--- src/hw/rtl/u2k_pkg.sv ---
// shared types and constants for the utf-8 to key code encoder
`default_nettype none

package u2k_pkg;

  localparam int unsigned CpW      = 21;
  localparam int unsigned MaxBytes = 5;
  localparam int unsigned CntW     = 3;

  localparam logic [7:0] ZeroCode  = 8'hE0;
  localparam logic [7:0] LowZero   = 8'hE1;
  localparam logic [7:0] PrefixTag = 8'hE0;
  localparam logic [7:0] HiOffset  = 8'h40;
  localparam logic [7:0] GroupMark = 8'h80;
  localparam logic [CpW-1:0] AsciiLimit = 21'h00080;
  localparam logic [CpW-1:0] PairLow    = 21'h04000;
  localparam logic [CpW-1:0] PairHigh   = 21'h0A000;

  // finished code point handed from decoder to encoder
  typedef struct packed {
    logic           fire;
    logic [CpW-1:0] cp;
  } u2k_point_t;

  // encoded key code: byte 0 goes out first
  typedef struct packed {
    logic [MaxBytes-1:0][7:0] bytes;
    logic [CntW-1:0]          cnt;
  } u2k_word_t;

endpackage

`default_nettype wire

--- src/hw/rtl/u2k_decode.sv ---
// utf-8 byte decoder: code point accumulator and continuation counter
`default_nettype none

module u2k_decode (
  input  wire logic               clk_i,
  input  wire logic               rst_ni,
  input  wire logic [7:0]         byte_i,
  input  wire logic               eok_i,
  input  wire logic               advance_i,
  output u2k_pkg::u2k_point_t     point_o
);

  logic [u2k_pkg::CpW-1:0] acc_q, acc_d, acc_n;
  logic [1:0]              rem_q, rem_d, rem_n;
  logic                    take;
  logic                    fire;

  // next accumulator from the current byte
  always_comb begin
    take  = 1'b1;
    acc_n = acc_q;
    rem_n = rem_q;
    if (rem_q != 2'd0) begin
      acc_n = {acc_q[u2k_pkg::CpW-7:0], byte_i[5:0]};
      rem_n = rem_q - 2'd1;
    end else if (byte_i[7] == 1'b0) begin
      acc_n = {13'd0, byte_i};
      rem_n = 2'd0;
    end else if (byte_i[7:5] == 3'b110) begin
      acc_n = {16'd0, byte_i[4:0]};
      rem_n = 2'd1;
    end else if (byte_i[7:4] == 4'b1110) begin
      acc_n = {17'd0, byte_i[3:0]};
      rem_n = 2'd2;
    end else if (byte_i[7:3] == 5'b11110) begin
      acc_n = {18'd0, byte_i[2:0]};
      rem_n = 2'd3;
    end else begin
      // stray lead byte, state untouched
      take = 1'b0;
    end
  end

  // code point done, or key cut short
  assign fire = take && ((rem_n == 2'd0) || eok_i);

  always_comb begin
    acc_d = acc_q;
    rem_d = rem_q;
    if (advance_i && take) begin
      if (fire) begin
        acc_d = '0;
        rem_d = 2'd0;
      end else begin
        acc_d = acc_n;
        rem_d = rem_n;
      end
    end
  end

  // state registers
  always_ff @(posedge clk_i or negedge rst_ni) begin
    if (!rst_ni) begin
      acc_q <= '0;
      rem_q <= 2'd0;
    end else begin
      acc_q <= acc_d;
      rem_q <= rem_d;
    end
  end

  assign point_o.fire = fire;
  assign point_o.cp   = acc_n;

endmodule

`default_nettype wire

--- src/hw/rtl/u2k_encode.sv ---
// code point to key code byte sequence
`default_nettype none

module u2k_encode (
  input  wire logic [u2k_pkg::CpW-1:0] cp_i,
  output u2k_pkg::u2k_word_t           word_o
);

  logic [7:0]      hi;
  logic [6:0]      grp0, grp1, grp2, grp3;
  logic [2:0]      ngrp;

  assign hi   = cp_i[15:8] + u2k_pkg::HiOffset;
  // 7-bit groups, the last one padded with zeros at the bottom
  assign grp0 = {4'd0, cp_i[20:18]};
  assign grp1 = cp_i[17:11];
  assign grp2 = cp_i[10:4];
  assign grp3 = {cp_i[3:0], 3'd0};

  always_comb begin
    if (cp_i[20:18] != 3'd0) begin
      ngrp = 3'd4;
    end else if (cp_i[17:11] != 7'd0) begin
      ngrp = 3'd3;
    end else begin
      ngrp = 3'd2;
    end
  end

  // pick the form by code point range
  always_comb begin
    word_o.bytes = '0;
    word_o.cnt   = '0;
    if (cp_i < u2k_pkg::AsciiLimit) begin
      word_o.cnt      = 3'd1;
      word_o.bytes[0] = (cp_i[6:0] == 7'd0) ? u2k_pkg::ZeroCode : cp_i[7:0];
    end else if ((cp_i >= u2k_pkg::PairLow) && (cp_i < u2k_pkg::PairHigh)) begin
      word_o.cnt = 3'd2;
      if (cp_i[7:0] == 8'd0) begin
        word_o.bytes[0] = u2k_pkg::LowZero;
        word_o.bytes[1] = hi;
      end else begin
        word_o.bytes[0] = hi;
        word_o.bytes[1] = cp_i[7:0];
      end
    end else begin
      word_o.cnt      = ngrp + 3'd1;
      word_o.bytes[0] = u2k_pkg::PrefixTag | {5'd0, ngrp};
      case (ngrp)
        3'd4: begin
          word_o.bytes[1] = u2k_pkg::GroupMark | {1'b0, grp0};
          word_o.bytes[2] = u2k_pkg::GroupMark | {1'b0, grp1};
          word_o.bytes[3] = u2k_pkg::GroupMark | {1'b0, grp2};
          word_o.bytes[4] = u2k_pkg::GroupMark | {1'b0, grp3};
        end
        3'd3: begin
          word_o.bytes[1] = u2k_pkg::GroupMark | {1'b0, grp1};
          word_o.bytes[2] = u2k_pkg::GroupMark | {1'b0, grp2};
          word_o.bytes[3] = u2k_pkg::GroupMark | {1'b0, grp3};
        end
        default: begin
          word_o.bytes[1] = u2k_pkg::GroupMark | {1'b0, grp2};
          word_o.bytes[2] = u2k_pkg::GroupMark | {1'b0, grp3};
        end
      endcase
    end
  end

endmodule

`default_nettype wire

--- src/hw/rtl/u2k_serializer.sv ---
// output buffer that sends a key code one byte per beat
`default_nettype none

module u2k_serializer (
  input  wire logic               clk_i,
  input  wire logic               rst_ni,
  input  wire logic               load_i,
  input  wire u2k_pkg::u2k_word_t word_i,
  output logic                    ready_o,
  output logic                    m_axis_tvalid_o,
  input  wire logic               m_axis_tready_i,
  output logic [7:0]              m_axis_tdata_o,   // [7:0] byte_out
  output logic                    m_axis_tlast_o    // last_of_run
);

  logic [u2k_pkg::MaxBytes-1:0][7:0] buf_q, buf_d;
  logic [u2k_pkg::CntW-1:0]          cnt_q, cnt_d;
  logic                              pop;

  assign pop     = (cnt_q != '0) && m_axis_tready_i;
  assign ready_o = (cnt_q == '0) || ((cnt_q == 3'd1) && m_axis_tready_i);

  // load a new code, or shift out one byte
  always_comb begin
    buf_d = buf_q;
    cnt_d = cnt_q;
    if (load_i) begin
      buf_d = word_i.bytes;
      cnt_d = word_i.cnt;
    end else if (pop) begin
      buf_d = {8'd0, buf_q[u2k_pkg::MaxBytes-1:1]};
      cnt_d = cnt_q - 3'd1;
    end
  end

  always_ff @(posedge clk_i or negedge rst_ni) begin
    if (!rst_ni) begin
      cnt_q <= '0;
    end else begin
      cnt_q <= cnt_d;
    end
  end

  always_ff @(posedge clk_i) begin
    buf_q <= buf_d;
  end

  assign m_axis_tvalid_o = (cnt_q != '0);
  assign m_axis_tdata_o  = buf_q[0];
  assign m_axis_tlast_o  = (cnt_q == 3'd1);

endmodule

`default_nettype wire

--- src/hw/rtl/utf8_to_key_code_encoder_core.sv ---
// top level: utf-8 key bytes in, key code bytes out
// path: an accepted input beat is held in the input register, then loaded into the output serializer
// throughput: one input beat per cycle while each gives at most one byte and the output is not stalled;
//   an item that gives k bytes (1 to 5) holds the input until the output serializer,
//   sending one byte per cycle while the output is ready, has sent them
// reset: rst_ni async low clears the accumulator and empties both stages
`default_nettype none

module utf8_to_key_code_encoder_core (
  input  wire logic       clk_i,
  input  wire logic       rst_ni,
  input  wire logic       s_axis_tvalid_i,
  output logic            s_axis_tready_o,
  input  wire logic [7:0] s_axis_tdata_i,   // [7:0] byte_in
  input  wire logic       s_axis_tlast_i,   // end_of_key
  output logic            m_axis_tvalid_o,
  input  wire logic       m_axis_tready_i,
  output logic [7:0]      m_axis_tdata_o,   // [7:0] byte_out
  output logic            m_axis_tlast_o    // last_of_run
);

  logic                in_vld_q, in_vld_d;
  logic [7:0]          in_byte_q;
  logic                in_eok_q;
  logic                advance;
  logic                ser_ready;
  u2k_pkg::u2k_point_t point;
  u2k_pkg::u2k_word_t  word;

  // held beat moves on when it emits nothing or the serializer has room
  assign advance         = in_vld_q && (!point.fire || ser_ready);
  assign s_axis_tready_o = !in_vld_q || advance;

  always_comb begin
    in_vld_d = in_vld_q;
    if (s_axis_tready_o) begin
      in_vld_d = s_axis_tvalid_i;
    end
  end

  // input register
  always_ff @(posedge clk_i or negedge rst_ni) begin
    if (!rst_ni) begin
      in_vld_q <= 1'b0;
    end else begin
      in_vld_q <= in_vld_d;
    end
  end

  always_ff @(posedge clk_i) begin
    if (s_axis_tready_o && s_axis_tvalid_i) begin
      in_byte_q <= s_axis_tdata_i;
      in_eok_q  <= s_axis_tlast_i;
    end
  end

  u2k_decode u_decode (
    .clk_i     (clk_i),
    .rst_ni    (rst_ni),
    .byte_i    (in_byte_q),
    .eok_i     (in_eok_q),
    .advance_i (advance),
    .point_o   (point)
  );

  u2k_encode u_encode (
    .cp_i   (point.cp),
    .word_o (word)
  );

  u2k_serializer u_serializer (
    .clk_i           (clk_i),
    .rst_ni          (rst_ni),
    .load_i          (advance && point.fire),
    .word_i          (word),
    .ready_o         (ser_ready),
    .m_axis_tvalid_o (m_axis_tvalid_o),
    .m_axis_tready_i (m_axis_tready_i),
    .m_axis_tdata_o  (m_axis_tdata_o),
    .m_axis_tlast_o  (m_axis_tlast_o)
  );

endmodule

`default_nettype wire

--- config.mk ---
export PLATFORM = sky130hd
export DESIGN_NAME = utf8_to_key_code_encoder_core
export DESIGN_NICKNAME = d
export VERILOG_FILES = /design/src/hw/rtl/u2k_pkg.sv /design/src/hw/rtl/u2k_decode.sv /design/src/hw/rtl/u2k_encode.sv /design/src/hw/rtl/u2k_serializer.sv /design/src/hw/rtl/utf8_to_key_code_encoder_core.sv
export SDC_FILE = /design/constraint.sdc
export NUM_CORES = 1
export LEC_CHECK = 0
export ABC_AREA = 1
export BUFFER_PORTS_ARGS = -buffer_cell sky130_fd_sc_hd__buf_4
export CORE_ASPECT_RATIO = 1.2
export CORE_MARGIN = 2
export CORE_UTILIZATION = 40
export DETAILED_ROUTE_END_ITERATION = 8
export MAX_ROUTING_LAYER = met4
export PLACE_DENSITY = 0.53
export SYNTH_ARGS = -nofsm -noshare
export SYNTH_HDL_FRONTEND = slang
export SYNTH_HIERARCHICAL = 1
export SYNTH_SLANG_ARGS = --single-unit
--- constraint.sdc ---
create_clock -name clk_i -period 3.4 [get_ports clk_i]
set_clock_uncertainty 0.05 [all_clocks]
set_input_delay 0.51 -clock clk_i [delete_from_list [all_inputs] [get_ports clk_i]]
set_output_delay 0.51 -clock clk_i [all_outputs]
set_load 0.01 [all_outputs]
==> results <==
- The total power density per cell area is 798 nW/um^2.
- Summed over all layers, the global routing overflow is 0.
- The share of the clock period used by the worst path is 0.844.
- The library cells used most frequently in the layout, excluding fill and tap cells, are nand2_1, inv_1, edfxtp_1, nor2_1.
- The clock tree synthesis step divided the H-tree into 3 levels.
- Summing all flip-flop and latch instances after layout gives 2150 um^2.
- The number of pins with negative max-slew slack in the final report came to 0.
- The largest delay contributor family on the critical path is simple AND/OR/NAND/NOR gates.
- Post-CTS timing repair inserted 0 buffers for setup.
- Summing all multi-input logic gate instances after layout gives 2050 um^2.
- The clock latency on the worst-skew pair is 0.34 ns.
- The die width is 103 um.
- The number of synthesized flops with an enable pin is 49.
- In this run, post-CTS hold repair placed 0 buffers.
- The via count of the first global-routing pass is 3741.
- The number of DRC violations after detailed routing is 0.
- The endpoint identified for the worst register-to-register timing path is u_serializer/buf_q[17].
- After filler insertion, the fill cell instance count of the layout stands at 1165.
- The count of buffers from port buffering is 23.
- The TritonCTS sink count is 76.
- The wire length of the first global-routing pass is 17.9 mm.
- The number of cells on the worst reg-to-reg path is 13.
- The height of the die is 123 um.
- The total wirelength of the detailed-routed design is 10.7 mm.
- For this block, the initial DRC count from the detailed router was 179.
- Counting buffers and inverters, the worst setup path is 13 cells deep.
- The sum of negative setup slack is 0 ns.
- The worst min-delay path class is in2async.
- The residual antenna-violating net count after detailed routing is 0.
- The proportion of register bits with asynchronous set or reset after synthesis is 0.355.
- The capture point of the critical path is u_serializer/buf_q[17].
- The reg-to-reg critical path startpoint is u_decode/rem_q[1].
- The pin count of the biggest net entering global routing is 47.
- The initial utilization of the core area, before any placement, comes to 0.410.
- The share of the yosys chip area belonging to registers is 0.453.
- The first detailed-routing pass ran for 4 iterations.
- The number of clock buffers added by TritonCTS is 9.
- The number of placed I/O pins is 24.
- The CTS tree is built.
- Walking the worst path, the cells encountered are nor2_2 -> nand3_1 -> nor2_2 -> inv_4 -> o21ai_0 -> inv_1 -> nand4_1 -> nor2_4 -> nor2_4 -> nand3_1 -> o21ai_0 -> nand2_1 -> nand2_1.
- In this run the register-to-register setup slack is 0.53 ns.
- Setup repair after global routing left no endpoint under its margin.
- The core area is 11600 um^2.
- The delay of the slowest cell on the worst path is 0.44 ns.
- The top fanout value on the critical path is 19.
- Yosys mapped the design onto 39 distinct sky130hd cell types.
- The number of setup violations in the final report is 0.
- The beginning of the critical path is u_decode/rem_q[1].
- The die covers 12700 um^2.
- Derived from the worst setup path, the maximum achievable clock frequency is 349 MHz.
- The total global routing track utilization is 0.188.
- The total power consumption of the routed design is 4.17 mW.
- Detailed placement ended at an HPWL of 7.78 mm.
- The cell sitting at the root of the clock tree is a clkbuf_16.
- The synthesized netlist occupies a cell area of 4740 um^2.
- The number of antenna violations at the first check in global routing is 0.
- The number of flip-flops and latches in the synthesized netlist is 76.
- The run finished with clean final reports.
- The count of nets after finishing is 603.
- The fraction of post-synthesis cell area in the top cell type by area is 0.310.
- The final hold violation count is 0.
- The analysis attributes to cell leakage a power of 2.43 nW.
- The routed length per instance is 14.3 um.
- For this design, the slowest cell found on the critical path is o21ai_0.
- The layout cell share with drive strength beyond 1 is 0.186.
- By startpoint and endpoint, the worst setup path is classified as reg2reg.
- In this run the deepest clock path goes through 2 buffers.
- The number of buffers and inverters on the critical path is 2.
- The number of diodes is 0.
- The routed design could run at a clock period as short as 2.87 ns.
- STA puts the critical path data arrival time at 3.02 ns.
- After clock tree synthesis, the clock-pin slew on the worst setup and hold paths is 0.06 ns.
- Using the TritonRoute via totals, the vias-per-cell ratio works out to 4.88.
- Compared with the post-synthesis result, the final layout area differs by 10.3%.
- The number of placement rows is 43.
- In this run the tightest slew margin relative to its limit is 0.564.
- The post-synthesis average cell area is 8.26 um^2.
- VDD sags by at most 0.000486 V.
- The endpoint class of the critical path is a register.
- The cell count after synthesis came out at 574.
- The final estimated routing congestion in global placement is 0.856.
- For this run, the leading register cell type out of synthesis is edfxtp_1.
- The total vias in the final route is 3656.
- Sorting the synthesized cells by area gives the leading types as edfxtp_1, nand2_1, dfrtp_1.
- The number of synthesis warnings is 6.
- The largest area contributor in the synthesized netlist is edfxtp_1.
- The commonest non-fill, non-tap cell in the layout is nand2_1.
- The startpoint kind of the worst setup timing path is a register.
- Once the clock tree was built, the resizer swapped 0 gates to a different size.
- For the worst setup path, the data required time is 3.56 ns.
- Max-cap violations in this run came to 0.
- The slew at the pin with the worst max-slew slack is 0.648 ns.
cells in the mapped netlist, types with 3 or more instances:
master / count
nand2_1: 196
inv_1: 70
edfxtp_1: 49
nor2_1: 39
o21ai_0: 31
dfrtp_1: 27
buf_4: 15
nand3_1: 13
o21ai_2: 12
nor2_2: 11
o21bai_1: 9
inv_2: 8
nand2_2: 8
nand4_1: 8
o21bai_4: 8
buf_6: 7
o22ai_1: 7
a21oi_1: 6
nand3_2: 6
o21ai_1: 6
buf_2: 5
nor2_4: 4
o211ai_1: 4
ha_1: 3
nand2_4: 3
nor3_1: 3
logic make-up (layout without fill, tap and decap cells):
kind of cell,count (synthesis),after routing,share of synthesized area
compound gates,88,88,0.139
fa+ha+maj,3,3,0.00792
buf+inv,110,126,0.115
simple gates,296,296,0.284
other cells,1,3,0.000791
flops,76,76,0.453
metal layers:
layer,part of all wire,GRT usage,vias up
met5,0,-,-
met4,0.029,0.0839,0
met3,0.036,0.0322,22
met2,0.50,0.306,74
met1,0.44,0.228,1711
li1,-,-,1849
sequential cells by signal, summed over array words and instances, names as in the netlist:
register                     count
u_serializer/buf_q              32
u_decode/acc_q                  21
in_byte_q                        8
u_serializer/m_axis_tdata_o      8
u_serializer/cnt_q               3
u_decode/rem_q                   2
in_eok_q                         1
in_vld_q                         1
final cells by class:
cell class | count | share of cell area
timing repair buffer | 31 | 0.0445
clock inverter | 1 | 0.00574
inverter | 79 | 0.0572
tap | 157 | 0.0376
multi-input combinational | 390 | 0.393
clock buffer | 15 | 0.0515
sequential | 76 | 0.411
worst min path at each step:
stage                     slack [ns]                end
final                           0.03  u_decode/rem_q[0]
after global placement          0.41  u_decode/rem_q[0]
after CTS                       0.04  u_decode/rem_q[0]
after global routing            0.05  u_decode/rem_q[0]
after detailed placement        0.40  u_decode/rem_q[0]
after floorplan                 0.16           in_vld_q
metrics by stage:
stage / area, um^2 / hold slack [ns] / setup slack (ns) / cells / util
3_5_place_dp: 4930 / 0.405 / 0.522 / 733 / 0.426
6_report: 5230 / 0.0324 / 0.532 / 749 / 0.452
4_1_cts: 5230 / 0.0422 / 0.500 / 749 / 0.452
5_1_grt: 5230 / 0.0502 / 0.199 / 749 / 0.452
2_1_floorplan: 4750 / 0.164 / 0.815 / 576 / -
3_3_place_gp: 4930 / 0.406 / 0.540 / 733 / 0.426
power breakdown:
| part | internal [mW] | switching, mW |
|---|---|---|
| clock network | 0.615 | 0.356 |
| logic | 0.485 | 1.15 |
| registers | 1.44 | 0.127 |
| total | 2.54 | 1.63 |
No activity file was read; power rests on OpenSTA's default activity.
